<file path="config.mk">
export PLATFORM = sky130hd
export DESIGN_NAME = pfba_zero_find
export DESIGN_NICKNAME = d
export VERILOG_FILES = /design/src/hw/rtl/pfba_pkg.sv /design/src/hw/rtl/pfba_zero_find.sv
export SDC_FILE = /design/constraint.sdc
export NUM_CORES = 1
export LEC_CHECK = 0
export BUFFER_PORTS_ARGS = -buffer_cell sky130_fd_sc_hd__clkbuf_2
export CORE_MARGIN = 2
export CORE_UTILIZATION = 30
export DETAILED_ROUTE_END_ITERATION = 6
export PLACE_DENSITY = 0.63
export SYNTH_ARGS = -nofsm -noshare
export SYNTH_HDL_FRONTEND = slang
export SYNTH_SLANG_ARGS = --single-unit
export TNS_END_PERCENT = 5
</file>
<file path="constraint.sdc">
create_clock -name vclk -period 1.95
set_input_delay 0 -clock vclk [all_inputs]
set_output_delay 0 -clock vclk [all_outputs]
set_load 0.1 [all_outputs]
</file>
<file path="src/hw/rtl/pfba_pkg.sv">
`timescale 1ns / 1ps
package pfba_pkg;

	localparam int PAGE_COUNT = 32768;
	localparam int PAGE_SHIFT = 12;
	localparam int WORD_BITS = 32;
	localparam int WORD_COUNT = PAGE_COUNT / WORD_BITS;
	localparam int IDX_W = $clog2(PAGE_COUNT);
	localparam int HINT_W = IDX_W + 1;
	localparam int BIT_W = $clog2(WORD_BITS);
	localparam int WADDR_W = $clog2(WORD_COUNT);
	localparam int ADDR_W = 32;
	localparam int RESERVED_W = 16;
	localparam int PADDR_W = 3;
	localparam int PDATA_W = 32;

	localparam logic REG_MEMORY_BASE = 1'b0;
	localparam logic REG_RESERVED_COUNT = 1'b1;
	localparam logic [ADDR_W-1:0] MEMORY_BASE_RESET = 32'h0010_0000;

	localparam logic [1:0] OP_ALLOC = 2'd0;
	localparam logic [1:0] OP_FREE = 2'd1;
	localparam logic [1:0] OP_REINIT = 2'd2;

	localparam logic [1:0] ST_DONE = 2'd0;
	localparam logic [1:0] ST_OOM = 2'd1;
	localparam logic [1:0] ST_IGNORED = 2'd2;

	typedef struct packed {
		logic [1:0] operation;
		logic [ADDR_W-1:0] page_address;
	} req_t;

	typedef struct packed {
		logic [ADDR_W-1:0] granted_address;
		logic [1:0] status;
	} rsp_t;

	typedef struct packed {
		logic found;
		logic [BIT_W-1:0] pos;
	} zfind_t;

	typedef enum logic [2:0] {
		S_CLEAR,
		S_IDLE,
		S_ALLOC_RD,
		S_ALLOC_EV,
		S_FREE_RD,
		S_FREE_WR,
		S_DONE
	} state_t;

endpackage

</file>
<file path="src/hw/rtl/pfba_zero_find.sv">
`timescale 1ns / 1ps
module pfba_zero_find (
	input  logic [pfba_pkg::WORD_BITS-1:0] word,
	input  logic [pfba_pkg::BIT_W-1:0]     start,
	output pfba_pkg::zfind_t               res
);

	// lowest clear bit at or above start
	always_comb begin
		res = '0;
		for (int i = pfba_pkg::WORD_BITS - 1; i >= 0; i--) begin
			if (!word[i] && (pfba_pkg::BIT_W'(i) >= start)) begin
				res.found = 1'b1;
				res.pos = pfba_pkg::BIT_W'(i);
			end
		end
	end

endmodule

</file>
==> results.toml <==
[global_routing]
grt-ovfl-total = 0
grt_pass1_vias = 1172
antenna_found_initial = 0
grt_use_total_pct = 16.1
grt_pass1_wl_um = 5470
grt_max_degree = 22

[logic_synthesis]
synthCells = 152
synth_top_cells_by_count = "17 x nor2_1, 10 x a21oi_1, 9 x a21o_1, 9 x buf_6, 9 x nand2_1"
synth.avg_cell_area_um2 = 6.83
yosysMostFrequentCell = "nor2_1"
synth_fp_nets = 189
yosysTopAreaCellShare_pct = 9.76
synth_top_cell_by_area = "buf_6"
synth_area_um2 = 1040
synthTopCellsByArea = "buf_6 9.8%, a21o_1 6.5%, nor2_1 6.1%"
yosysUniqueCellTypes = 56
seq_area_frac_synth_pct = 0
yosysWarnings = 0

[finish]
synthToLayoutAreaGrowth_pct = 33.3
postLayoutCellArea_um2 = 1380
fin_cells = 238
design.seq.count = 0
regArea_um2 = 0
layout-drive-gt1-share_pct = 33.3
diodes = 0
fin_nets = 231
clkbuf_count = 0

[hold_path]
holdPathEnd = "res[3]"
holdPathStages = 6
hp-start = "word[7]"
hp-class = "in -> out"

[place]
dpl.cell_count = 238
numPortBuffers = 43
dp_hpwl_um = 2610
place_ws_ns = 0.0917
place_congestion = 0.880
place_area_um2 = 1380

[floorplanning]
die_area_um2 = 3950
rows = 21
die_w_um = 62.8
core_um2 = 3340
initial_utilization_pct = 31.1
die_y_um = 62.8
io_pins = 43

[worst_setup_path]
cp_data_arrival_time_ns = 1.86
path_class = "in -> out"
cp-end-kind = "primary output"
critPathLaunch = "start[0]"
crit_path_max_fanout = 12
worst_setup_path_start_kind = "primary input"
required_ns = 1.95

[sta]
tightest_slew_ns = 0.350
worst_slack_ns = 0.0894
fin_crit_sh_pct = 95.4
final_max_slew_viol_count = 0
finalHoldViolCount = 0
setup_viol = 0
rsz0062_at_grt = "false"
setup_tns_ns = 0
fmax_mhz = 537
slew_headroom_pct = 76.0
finalCriticalPeriod_ns = 1.86
holdWs_ns = 0.564

[route]
wl_per_cell_um = 13.2
drc = 0
firstDrtPassIters = 4
vias = 1321
first_iter_violations = 76
wirelength_um = 3140
ant_nets = 0
viasPerCell = 5.55

[power]
ir_worst_vdd_uv = 223
power_leakage_nw = 0.613
p_per_area_nw_per_um2 = 349

[cts]
cts_setup_buffers = 0

[flow_run]
cap_viol_max_count = 0

[outcome]
status = "completed"
==> what timing repair did <==
action	CTS	global route
hold buffers	0	0
gates resized for setup	0	2
endpoints found under the setup margin	0	5
==> worst max-delay path by stage <==
stage                        end  slack (ns)  cells past startpoint
after floorplan           res[1]       -0.18                      7
after global placement    res[1]        0.12                      8
after detailed placement  res[1]        0.09                      7
after CTS                 res[1]        0.09                      8
after global routing      res[1]        0.02                      8
final                     res[1]        0.09                      8
==> worst max-delay path, stage by stage <==
cell	delay, ns
clkbuf_2	0.20
buf_12	0.20
or4_4	0.41
a21oi_2	0.23
o221ai_1	0.16
a31oi_1	0.36
o41ai_4	0.11
buf_12	0.18
==> logic make-up after synthesis <==
| group | count (synthesis) | synth area share [%] |
|---|---|---|
| AO/OA/AOI/OAI | 74 | 52.9 |
| buffers and inverters | 17 | 13.9 |
| AND/OR/NAND/NOR | 61 | 33.3 |
==> cells in the final DEF (no fill, tap or decap), types with 3 or more instances in the layout <==
master | Yosys | routed
clkbuf_2 | 0 | 36
nor2_1 | 17 | 16
a21oi_1 | 10 | 10
buf_4 | 3 | 10
a21o_1 | 9 | 9
nand2_1 | 9 | 9
buf_12 | 0 | 7
nand3_1 | 6 | 6
nand2b_1 | 6 | 6
o21ai_0 | 7 | 6
a31oi_1 | 5 | 5
o21a_1 | 5 | 5
o21ai_1 | 3 | 4
a211o_1 | 3 | 3
or2_1 | 3 | 3
o211a_1 | 3 | 3
inv_1 | 3 | 3
nand3b_1 | 3 | 3
a211oi_1 | 3 | 3
==> power breakdown <==
part           total [mW]  switching, mW  internal (mW)
Sequential              0              0              0
Combinational       0.483          0.289          0.194
Clock                   0              0              0
Total               0.483          0.289          0.194
==> routing by layer <==
layer / vias up / GRT usage (%) / share of wire, %
li1: 681 / - / -
met1: 598 / 23.1 / 45
met2: 38 / 26.7 / 48
met3: 4 / 1.44 / 5.6
met4: 0 / 2.22 / 1.4
met5: - / 0 / 0
==> stage by stage <==
stage                     util (%)  total power [mW]
final                         41.5             0.483
after global routing          41.5             0.519
after CTS                     41.5             0.483
after detailed placement      41.5             0.481
after global placement        41.5             0.481
after floorplan                  -             0.326
==> area by class of cell <==
class	instances	area, um^2
fill	367	1950
inverter	3	11.3
multi-input combinational	135	915
tap	46	57.6
timing repair buffer	54	400
Power figures use the tool's default switching activity.
